[config.mk]
export PLATFORM = sky130hd
export DESIGN_NAME = accelerating_virtual_cursor
export DESIGN_NICKNAME = d
export VERILOG_FILES = /design/src/sv/avc_pkg.sv /design/src/sv/accelerating_virtual_cursor.sv /design/src/sv/avc_divider.sv /design/src/sv/avc_axis.sv
export SDC_FILE = /design/constraint.sdc
export NUM_CORES = 1
export LEC_CHECK = 0
export BUFFER_PORTS_ARGS = -buffer_cell sky130_fd_sc_hd__buf_2
export CORE_ASPECT_RATIO = 0.5
export CORE_MARGIN = 3
export CORE_UTILIZATION = 57
export DETAILED_ROUTE_END_ITERATION = 12
export MAX_ROUTING_LAYER = met4
export PLACE_DENSITY_LB_ADDON = 0.3
export SYNTH_ARGS = -nofsm -noshare
export SYNTH_HDL_FRONTEND = slang
export SYNTH_HIERARCHICAL = 1
export SYNTH_SLANG_ARGS = --single-unit
[constraint.sdc]
create_clock -name clk -period 8.3 [get_ports clk]
set_clock_uncertainty 0.1 [all_clocks]
set_input_delay 0.415 -clock clk [delete_from_list [all_inputs] [get_ports clk]]
set_output_delay 0.415 -clock clk [all_outputs]
set_load 0.05 [all_outputs]
[src/sv/avc_pkg.sv]
// ----------------------------------------------------------------------------
// avc_pkg: shared types and constants of the accelerating virtual cursor
// Field widths, register codes, reset values, sequencer states and the
// divider status bundle, and a direction folding helper.
// ----------------------------------------------------------------------------
package avc_pkg;

  localparam int COORD_BITS_DEF    = 10;
  localparam int FRACTION_BITS_DEF = 8;

  localparam int DIM_W      = 11;
  localparam int SPEED_W    = 6;
  localparam int ACCEL_W    = 8;
  localparam int HOLD_W     = 8;
  localparam int DIR_W      = 2;
  localparam int VEL_W      = 12;
  // |hold * (max - base)| is at most 255 * 63 < 2^14
  localparam int DIV_W      = 14;
  localparam int CFG_IDX_W  = 3;
  localparam int CFG_DATA_W = 11;

  localparam logic [CFG_IDX_W-1:0] CFG_SCREEN_WIDTH  = 3'd0;
  localparam logic [CFG_IDX_W-1:0] CFG_SCREEN_HEIGHT = 3'd1;
  localparam logic [CFG_IDX_W-1:0] CFG_BASE_SPEED    = 3'd2;
  localparam logic [CFG_IDX_W-1:0] CFG_MAX_SPEED     = 3'd3;
  localparam logic [CFG_IDX_W-1:0] CFG_ACCEL_TICKS   = 3'd4;

  localparam logic [DIM_W-1:0]   SCREEN_WIDTH_RST  = 11'd320;
  localparam logic [DIM_W-1:0]   SCREEN_HEIGHT_RST = 11'd240;
  localparam logic [SPEED_W-1:0] BASE_SPEED_RST    = 6'd1;
  localparam logic [SPEED_W-1:0] MAX_SPEED_RST     = 6'd8;
  localparam logic [ACCEL_W-1:0] ACCEL_TICKS_RST   = 8'd10;

  typedef enum logic [1:0] {
    S_IDLE,
    S_DIV,
    S_FIN
  } state_t;

  typedef struct packed {
    logic busy;
    logic done;
  } div_stat_t;

  // Fold the unused code minus two onto minus one
  function automatic logic signed [DIR_W-1:0] sat_dir(input logic signed [DIR_W-1:0] d);
    return (d == 2'sb10) ? 2'sb11 : d;
  endfunction

endpackage

[src/sv/accelerating_virtual_cursor.sv]
// ----------------------------------------------------------------------------
// accelerating_virtual_cursor: cursor motion from direction pad and stick
// Moves a screen cursor once per tick with accelerating digital speed and
// sub-pixel analog motion, clamped to the screen.
// ----------------------------------------------------------------------------
// One input item (a tick) yields one result item. The block takes no new
// item until the last is through: it accepts the item, runs the shared
// restoring divider that computes the acceleration ramp step, sees the
// divider finish, then forms, clamps and registers the position.
// in_tready is low from acceptance until the result is written to the
// output register; a result waiting there does not hold off the next item
// unless the following result is ready before it is taken. Configuration
// writes are taken in any cycle and must only be made while the block is
// idle. No clearing pass follows reset.
module accelerating_virtual_cursor #(
  parameter int  COORD_BITS    = avc_pkg::COORD_BITS_DEF,
  parameter int  FRACTION_BITS = avc_pkg::FRACTION_BITS_DEF,
  localparam int IN_W  = ((4 + 2 * avc_pkg::VEL_W + 2 * COORD_BITS + 7) / 8) * 8,
  localparam int OUT_W = ((2 * COORD_BITS + 7) / 8) * 8
) (
  input  logic                            clk,
  input  logic                            rst_n,
  input  logic                            in_tvalid,
  output logic                            in_tready,
  // dpad_x, dpad_y, analog_x, analog_y, external_x, external_y, zero pad
  input  logic [IN_W-1:0]                 in_tdata,
  output logic                            out_tvalid,
  input  logic                            out_tready,
  // cursor_x, cursor_y, zero pad
  output logic [OUT_W-1:0]                out_tdata,
  input  logic                            cfg_valid,
  output logic                            cfg_ready,
  input  logic [avc_pkg::CFG_IDX_W-1:0]   cfg_index,
  input  logic [avc_pkg::CFG_DATA_W-1:0]  cfg_data
);

  localparam int STW   = (COORD_BITS > avc_pkg::DIM_W - 1) ? COORD_BITS : avc_pkg::DIM_W - 1;
  localparam int RMW   = FRACTION_BITS + 1;
  localparam int DX_L  = 0;
  localparam int DY_L  = avc_pkg::DIR_W;
  localparam int AX_L  = 2 * avc_pkg::DIR_W;
  localparam int AY_L  = AX_L + avc_pkg::VEL_W;
  localparam int EX_L  = AY_L + avc_pkg::VEL_W;
  localparam int EY_L  = EX_L + COORD_BITS;
  localparam int SPW   = avc_pkg::DIV_W + 2;

  // configuration
  logic [avc_pkg::DIM_W-1:0]   screen_w_r;
  logic [avc_pkg::DIM_W-1:0]   screen_h_r;
  logic [avc_pkg::SPEED_W-1:0] base_r;
  logic [avc_pkg::SPEED_W-1:0] max_r;
  logic [avc_pkg::ACCEL_W-1:0] accel_r;

  // state
  avc_pkg::state_t             state_r, state_nxt;
  logic                        started_r;
  logic [avc_pkg::HOLD_W-1:0]  hold_r;
  logic signed [RMW-1:0]       rem_x_r, rem_y_r;

  // latched item
  logic signed [avc_pkg::DIR_W-1:0] dx_r, dy_r;
  logic signed [avc_pkg::VEL_W-1:0] ax_r, ay_r;
  logic [STW-1:0]                   sx_r, sy_r;
  logic                             still_r;
  logic                             neg_r;

  logic                        out_valid_r;
  logic [OUT_W-1:0]            out_data_r;

  // decode
  logic                             in_accept;
  logic                             fin_go;
  logic                             div_start;
  logic signed [avc_pkg::DIR_W-1:0] dx, dy;
  logic signed [avc_pkg::VEL_W-1:0] ax, ay;
  logic [COORD_BITS-1:0]            ex, ey;
  logic [STW-1:0]                   sx, sy;
  logic                             still, digital;
  logic [avc_pkg::ACCEL_W-1:0]      acc;
  logic [avc_pkg::HOLD_W-1:0]       h;
  logic [avc_pkg::HOLD_W-1:0]       hold_nxt;
  logic                             diff_neg;
  logic [avc_pkg::SPEED_W-1:0]      diff_mag;
  logic [avc_pkg::DIV_W-1:0]        prod;

  logic [avc_pkg::DIV_W-1:0]        quotient;
  avc_pkg::div_stat_t               div_stat;
  logic signed [SPW-1:0]            sq;
  logic signed [SPW-1:0]            spd_full;
  logic [avc_pkg::SPEED_W-1:0]      spd;
  logic [COORD_BITS-1:0]            pos_x, pos_y;
  logic signed [RMW-1:0]            rem_x_nxt, rem_y_nxt;

  assign cfg_ready  = 1'b1;
  assign in_accept  = in_tvalid && in_tready;
  assign out_tvalid = out_valid_r;
  assign out_tdata  = out_data_r;

  always_comb begin
    dx = avc_pkg::sat_dir($signed(in_tdata[DX_L +: avc_pkg::DIR_W]));
    dy = avc_pkg::sat_dir($signed(in_tdata[DY_L +: avc_pkg::DIR_W]));
    ax = $signed(in_tdata[AX_L +: avc_pkg::VEL_W]);
    ay = $signed(in_tdata[AY_L +: avc_pkg::VEL_W]);
    ex = in_tdata[EX_L +: COORD_BITS];
    ey = in_tdata[EY_L +: COORD_BITS];

    // first tick starts from the centre on an axis whose position is zero
    sx = (!started_r && ex == '0) ? STW'(screen_w_r >> 1) : STW'(ex);
    sy = (!started_r && ey == '0) ? STW'(screen_h_r >> 1) : STW'(ey);

    digital = (dx != '0) || (dy != '0);
    still   = !digital && (ax == '0) && (ay == '0);

    acc      = (accel_r == '0) ? avc_pkg::ACCEL_W'(1) : accel_r;
    h        = (hold_r > acc) ? acc : hold_r;
    if (!digital) begin
      hold_nxt = '0;
    end else if (hold_r >= acc) begin
      hold_nxt = acc;
    end else begin
      hold_nxt = hold_r + avc_pkg::HOLD_W'(1);
    end
    diff_neg = (max_r < base_r);
    diff_mag = diff_neg ? base_r - max_r : max_r - base_r;
    prod     = avc_pkg::DIV_W'(h) * avc_pkg::DIV_W'(diff_mag);

    // speed = base + signed quotient, capped at max
    sq       = neg_r ? -$signed(SPW'(quotient)) : $signed(SPW'(quotient));
    spd_full = $signed(SPW'(base_r)) + sq;
    spd      = (spd_full > $signed(SPW'(max_r))) ? max_r : spd_full[avc_pkg::SPEED_W-1:0];
  end

  always_comb begin
    state_nxt = state_r;
    in_tready = 1'b0;
    div_start = 1'b0;
    fin_go    = 1'b0;
    case (state_r)
      avc_pkg::S_IDLE: begin
        // stay closed while reset is held
        in_tready = rst_n;
        if (in_tvalid && rst_n) begin
          div_start = 1'b1;
          state_nxt = avc_pkg::S_DIV;
        end
      end
      avc_pkg::S_DIV: begin
        if (div_stat.done && !div_stat.busy) begin
          state_nxt = avc_pkg::S_FIN;
        end
      end
      avc_pkg::S_FIN: begin
        // hold while the previous result is still waiting
        if (!out_valid_r || out_tready) begin
          fin_go    = 1'b1;
          state_nxt = avc_pkg::S_IDLE;
        end
      end
      default: begin
        state_nxt = avc_pkg::S_IDLE;
      end
    endcase
  end

  always_ff @(posedge clk) begin
    if (!rst_n) begin
      state_r <= avc_pkg::S_IDLE;
    end else begin
      state_r <= state_nxt;
    end
  end

  always_ff @(posedge clk) begin
    if (!rst_n) begin
      screen_w_r <= avc_pkg::SCREEN_WIDTH_RST;
      screen_h_r <= avc_pkg::SCREEN_HEIGHT_RST;
      base_r     <= avc_pkg::BASE_SPEED_RST;
      max_r      <= avc_pkg::MAX_SPEED_RST;
      accel_r    <= avc_pkg::ACCEL_TICKS_RST;
    end else if (cfg_valid && cfg_ready) begin
      case (cfg_index)
        avc_pkg::CFG_SCREEN_WIDTH:  screen_w_r <= cfg_data;
        avc_pkg::CFG_SCREEN_HEIGHT: screen_h_r <= cfg_data;
        avc_pkg::CFG_BASE_SPEED:    base_r     <= cfg_data[avc_pkg::SPEED_W-1:0];
        avc_pkg::CFG_MAX_SPEED:     max_r      <= cfg_data[avc_pkg::SPEED_W-1:0];
        avc_pkg::CFG_ACCEL_TICKS:   accel_r    <= cfg_data[avc_pkg::ACCEL_W-1:0];
        default: begin
        end
      endcase
    end
  end

  always_ff @(posedge clk) begin
    if (!rst_n) begin
      started_r   <= 1'b0;
      hold_r      <= '0;
      rem_x_r     <= '0;
      rem_y_r     <= '0;
      out_valid_r <= 1'b0;
    end else begin
      if (in_accept) begin
        started_r <= 1'b1;
        hold_r    <= hold_nxt;
      end
      if (fin_go) begin
        rem_x_r     <= still_r ? '0 : rem_x_nxt;
        rem_y_r     <= still_r ? '0 : rem_y_nxt;
        out_valid_r <= 1'b1;
      end else if (out_tready) begin
        out_valid_r <= 1'b0;
      end
    end
  end

  always_ff @(posedge clk) begin
    if (in_accept) begin
      dx_r    <= dx;
      dy_r    <= dy;
      ax_r    <= ax;
      ay_r    <= ay;
      sx_r    <= sx;
      sy_r    <= sy;
      still_r <= still;
      neg_r   <= diff_neg;
    end
    if (fin_go) begin
      out_data_r <= OUT_W'({pos_y, pos_x});
    end
  end

  avc_divider u_div (
    .clk      (clk),
    .rst_n    (rst_n),
    .start    (div_start),
    .dividend (prod),
    .divisor  (acc),
    .quotient (quotient),
    .stat     (div_stat)
  );

  avc_axis #(
    .COORD_BITS    (COORD_BITS),
    .FRACTION_BITS (FRACTION_BITS)
  ) u_axis_x (
    .still   (still_r),
    .start   (sx_r),
    .dir     (dx_r),
    .spd     (spd),
    .vel     (ax_r),
    .rem     (rem_x_r),
    .size    (screen_w_r),
    .pos     (pos_x),
    .rem_nxt (rem_x_nxt)
  );

  avc_axis #(
    .COORD_BITS    (COORD_BITS),
    .FRACTION_BITS (FRACTION_BITS)
  ) u_axis_y (
    .still   (still_r),
    .start   (sy_r),
    .dir     (dy_r),
    .spd     (spd),
    .vel     (ay_r),
    .rem     (rem_y_r),
    .size    (screen_h_r),
    .pos     (pos_y),
    .rem_nxt (rem_y_nxt)
  );

endmodule

[src/sv/avc_divider.sv]
// ----------------------------------------------------------------------------
// avc_divider: restoring divider for the acceleration ramp
// One quotient bit per cycle; divides an unsigned product by the ramp length.
// ----------------------------------------------------------------------------
module avc_divider (
  input  logic                        clk,
  input  logic                        rst_n,
  input  logic                        start,
  input  logic [avc_pkg::DIV_W-1:0]   dividend,
  input  logic [avc_pkg::ACCEL_W-1:0] divisor,
  output logic [avc_pkg::DIV_W-1:0]   quotient,
  output avc_pkg::div_stat_t          stat
);

  localparam int CNT_W = $clog2(avc_pkg::DIV_W);

  logic [avc_pkg::DIV_W-1:0]   q_r;
  logic [avc_pkg::ACCEL_W-1:0] rem_r;
  logic [avc_pkg::ACCEL_W-1:0] div_r;
  logic [CNT_W-1:0]            cnt_r;
  logic                        busy_r;
  logic                        done_r;

  logic [avc_pkg::ACCEL_W:0]   shifted;
  logic [avc_pkg::ACCEL_W-1:0] diff;
  logic                        qbit;

  always_comb begin
    shifted = {rem_r, q_r[avc_pkg::DIV_W-1]};
    // only used when shifted >= divisor, so the difference fits ACCEL_W bits
    diff    = shifted[avc_pkg::ACCEL_W-1:0] - div_r;
    qbit    = (shifted >= {1'b0, div_r});
  end

  always_ff @(posedge clk) begin
    if (!rst_n) begin
      busy_r <= 1'b0;
      done_r <= 1'b0;
      cnt_r  <= '0;
    end else if (start) begin
      busy_r <= 1'b1;
      done_r <= 1'b0;
      cnt_r  <= '0;
    end else if (busy_r) begin
      cnt_r <= cnt_r + CNT_W'(1);
      if (cnt_r == CNT_W'(avc_pkg::DIV_W - 1)) begin
        busy_r <= 1'b0;
        done_r <= 1'b1;
      end
    end
  end

  always_ff @(posedge clk) begin
    if (start) begin
      q_r   <= dividend;
      rem_r <= '0;
      div_r <= divisor;
    end else if (busy_r) begin
      // partial remainder stays below the divisor, so it fits ACCEL_W bits
      q_r   <= {q_r[avc_pkg::DIV_W-2:0], qbit};
      rem_r <= qbit ? diff : shifted[avc_pkg::ACCEL_W-1:0];
    end
  end

  assign quotient  = q_r;
  assign stat.busy = busy_r;
  assign stat.done = done_r;

endmodule

[src/sv/avc_axis.sv]
// ----------------------------------------------------------------------------
// avc_axis: per-axis position update
// Adds the digital step and the whole pixels of the analog remainder to the
// start position, then clamps to the screen; with no motion the start passes through.
// ----------------------------------------------------------------------------
module avc_axis #(
  parameter int  COORD_BITS    = avc_pkg::COORD_BITS_DEF,
  parameter int  FRACTION_BITS = avc_pkg::FRACTION_BITS_DEF,
  localparam int STW = (COORD_BITS > avc_pkg::DIM_W - 1) ? COORD_BITS : avc_pkg::DIM_W - 1,
  localparam int RMW = FRACTION_BITS + 1
) (
  input  logic                               still,
  input  logic [STW-1:0]                     start,
  input  logic signed [avc_pkg::DIR_W-1:0]   dir,
  input  logic [avc_pkg::SPEED_W-1:0]        spd,
  input  logic signed [avc_pkg::VEL_W-1:0]   vel,
  input  logic signed [RMW-1:0]              rem,
  input  logic [avc_pkg::DIM_W-1:0]          size,
  output logic [COORD_BITS-1:0]              pos,
  output logic signed [RMW-1:0]              rem_nxt
);

  localparam int RW = ((avc_pkg::VEL_W > RMW) ? avc_pkg::VEL_W : RMW) + 1;
  localparam int SW = ((COORD_BITS + 3) > RW) ? COORD_BITS + 3 : RW;

  logic signed [RW-1:0]          r;
  logic signed [RW-1:0]          r_bias;
  logic signed [RW-1:0]          whole;
  logic signed [RW-1:0]          rem_d;
  logic [RW-1:0]                 frac_mask;
  logic signed [SW-1:0]          step;
  logic signed [SW-1:0]          sum;
  logic [avc_pkg::DIM_W-1:0]     size_one;
  logic [avc_pkg::DIM_W-1:0]     lim_raw;
  logic signed [SW-1:0]          lim_s;
  logic signed [SW-1:0]          cmax;
  logic signed [SW-1:0]          lim;
  logic signed [SW-1:0]          clamped;

  always_comb begin
    frac_mask = {{(RW - FRACTION_BITS){1'b0}}, {FRACTION_BITS{1'b1}}};
    r         = RW'(rem) + RW'(vel);
    // bias negative sums so the shift truncates toward zero
    r_bias    = r[RW-1] ? r + $signed(frac_mask) : r;
    whole     = r_bias >>> FRACTION_BITS;
    rem_d     = r - (whole <<< FRACTION_BITS);
    rem_nxt   = $signed(rem_d[RMW-1:0]);

    if (dir == '0) begin
      step = '0;
    end else if (dir[avc_pkg::DIR_W-1]) begin
      step = -$signed(SW'(spd));
    end else begin
      step = $signed(SW'(spd));
    end
    sum = $signed(SW'(start)) + step + SW'(whole);

    size_one = (size == '0) ? avc_pkg::DIM_W'(1) : size;
    lim_raw  = size_one - avc_pkg::DIM_W'(1);
    lim_s    = $signed(SW'(lim_raw));
    cmax     = $signed(SW'({COORD_BITS{1'b1}}));
    lim      = (lim_s > cmax) ? cmax : lim_s;

    if (sum < 0) begin
      clamped = '0;
    end else if (sum > lim) begin
      clamped = lim;
    end else begin
      clamped = sum;
    end

    pos = still ? start[COORD_BITS-1:0] : clamped[COORD_BITS-1:0];
  end

endmodule

==> metrics.txt <==
status complete, but fails checks; failing checks setup timing; Static Leak 7.70 nW; CP Launch Type flop; Hold Path End dy_r[1]; RSZ-0062 raised after global routing true; hold buffer count at cts 0; first-pass GRT wire length 63600 um; Slew Limit Fails 0; Die Ht 123 um; crit path kind reg -> reg; Syn Std Cell Area 0.0156 mm^2; simple-gate area share of the yosys netlist 0.189; post-synthesis instance total 1761; drt first pass iters 6; initial antenna violation count 0; # DRC 0; Core Region 0.0267 mm^2; CTS Sinks 178; post-route minimum period 8.39 ns; Clock Tree Buf Depth 2; M1 WL 18000 um; CTS root buf clkbuf_16; total CTS buffers 17; slowest cell delay on critical path 0.47 ns; Setup WS post-layout -0.0914 ns; Max FO, Critical Path 4; DR vias/cell 5.94; hold depth 1; gp weighted congestion 0.992; hold wc startpoint in_tdata[3]; Routed WL per cell 17.3 um; Inserted Diodes 0; TNS Setup -0.384 ns; FP Rows 42; period utilization 1.01; commonest non-fill, non-tap cell in the layout nand2_1; number of global-route vias before repair about 13000; Syn. warnings 6; Netlist cell types 100; post-layout instance area 0.0179 mm^2; sequential cell area fraction in the yosys report 0.287; reg2reg end out_tdata[2]; Synth Area in XOR/XNOR 0.0481; largest family of logic cells by synthesized area compound AO/OA/AOI/OAI gates; crit-path most repeated cell ha_1; Crit path required time between 8 and 9 ns; FF+latch count, synth 178; Syn Area/Cell 8.87 um^2; H-tree depth 4; vias after detailed routing 13500; # fillers between 2000 and 2500; Nets 2166; Async SR Flop Fraction 0; port bufs 88; post-synthesis compound-gate area fraction 0.192; Overall Global Routing Usage 0.278; Hold Vio Cnt, Final 0; Rel. slew slack 0.195; Achievable Freq 119 MHz; post-synthesis adder-cell area fraction 0.182; post-place setup slack -0.327 ns; Initial Utilization 0.585; multiplexer area fraction after synthesis 0.0440; DP Area 0.0169 mm^2; CTS clock-pin slew for the worst setup and hold paths about 0.08 ns; reg2reg setup slack -0.09 ns; antenna-violating nets left 0; layout cells sized above 1 0.174; CP top delay family compound AO/OA/AOI/OAI gates; num ports 94; synthesis-to-layout area growth 14.3%; 1st-iter DRT viols 1177; EDFF count, synth 92; Crit. End Element flop; largest net degree at the start of global routing 75; clk_lat worst skew 0.45 ns; uppermost routed layer met4; ys flop type edfxtp_1; DPL Wire Length approximately 30000 um; most frequent cells in the layout nand2_1 (168), inv_1 (158), nor2_1 (144); Die Width 240 um; Worst Tran Pin Value 1.21 ns; Worst Path Buf+Inv 4; Reg-to-Reg Start u_div/quotient[0]; slowest CP cell fa_1; GRT Residual Overflow 0; CTS tree yes; max-cap violations 0; WL met2 ~18000 um; worst vdd ir between 150 and 200 uV; # setup viols final 9; Critical Path AT 8.57 ns; Worst Reg-to-Reg Cells 39; PwrDens 192 mW/mm^2; Die ar. 0.0295 mm^2; class of the worst hold path in -> reg; drt total wl 39300 um; met3 wire len 1880 um
## layer usage
layer,up-vias,track usage
met4,0,0.100
met3,93,0.0437
met2,359,0.448
met5,-,-
li1,6568,-
met1,6449,0.359
## sequential cells by signal, summed over array words and instances, names as in the netlist, 4 cells and up
name and count:
screen_w_r 11, screen_h_r 11, u_div/rem_r 8, base_r 6
u_div/cnt_r 4, sy_r 10, max_r 6, rem_x_r 9
accel_r 8, u_div/div_r 8, ax_r 12, ay_r 12
u_div/quotient 14, out_tdata 20, hold_r 8, sx_r 10
rem_y_r 9
## where the power goes
| part | internal [mW] | switching, mW | total (mW) |
|---|---|---|---|
| sequential | 0.982 | 0.0492 | 1.03 |
| clock | 0.444 | 0.392 | 0.837 |
| combinational | 0.748 | 0.811 | 1.56 |
## timing repair
item	in CTS	in global routing
resized for setup	24	50
setup buffers	5	7
setup endpoints to repair	20	20
pin swaps	17	20
## per-stage QoR
step / cells / hold WS, ns / power (mW) / utilization
floorplan: 1764 / 0.336 / 1.97 / -
global placement: 2225 / 0.355 / 2.35 / 0.632
detailed placement: 2225 / 0.364 / 2.38 / 0.632
CTS: 2262 / 0.0304 / 3.29 / 0.660
global route: 2269 / 0.0234 / 3.62 / 0.669
finish: 2269 / 0.0454 / 3.43 / 0.669
## Yosys cell counts (all sizes together) (14+ instances only)
master | n | share of area
or3 | 21 | 0.0087
xnor2 | 52 | 0.030
nand3 | 39 | 0.013
a31oi | 18 | 0.0086
dfxtp | 86 | 0.11
o21ai | 87 | 0.028
a21o | 41 | 0.020
nor4 | 22 | 0.010
buf | 14 | 0.0061
nand4 | 14 | 0.0056
clkbuf | 48 | 0.012
a21oi | 61 | 0.020
or2 | 17 | 0.0068
xor2 | 32 | 0.018
fa | 53 | 0.068
ha | 142 | 0.11
mux2i | 42 | 0.027
a21boi | 47 | 0.023
inv | 162 | 0.039
o31ai | 18 | 0.0095
nand2 | 170 | 0.041
nor2 | 148 | 0.036
nor3 | 36 | 0.012
nand2b | 20 | 0.0080
nand3b | 22 | 0.011
o21a | 18 | 0.0087
edfxtp | 92 | 0.18
nor2b | 41 | 0.016
mux2 | 22 | 0.017
a211oi | 18 | 0.0096
## cell type report
cell class,instances,area [um^2],share of cell area
multi-input cells,1360,10500,0.590
flip-flops and latches,178,4480,0.251
repair buffers,183,1190,0.0665
inverters,164,616,0.0345
clock buffers,20,458,0.0256
well taps,352,440,0.0247
clock inverters,12,136,0.00764
## worst max-delay path by stage
stage	from	to	slack (ns)	cells after the start
global placement	u_div/quotient[1]	out_tdata[0]	-0.09	38
detailed placement	u_div/quotient[1]	out_tdata[1]	-0.33	39
global route	u_div/quotient[1]	out_tdata[9]	-0.43	39
floorplan	u_div/quotient[0]	out_tdata[3]	0.008	38
CTS	u_div/quotient[1]	out_tdata[9]	0.0003	38
finish	u_div/quotient[0]	out_tdata[2]	-0.09	39
## cells by family (layout without fill, tap and decap cells)
| group | after synthesis | count (layout) |
|---|---|---|
| compound gates | 417 | 417 |
| xor+xnor | 84 | 84 |
| fa+ha+maj | 195 | 195 |
| buf+inv | 226 | 379 |
| flops | 178 | 178 |
| mux | 64 | 64 |
| other cells | 4 | 7 |
| simple gates | 593 | 593 |
Note: power is estimated with default switching activity, not from simulation.
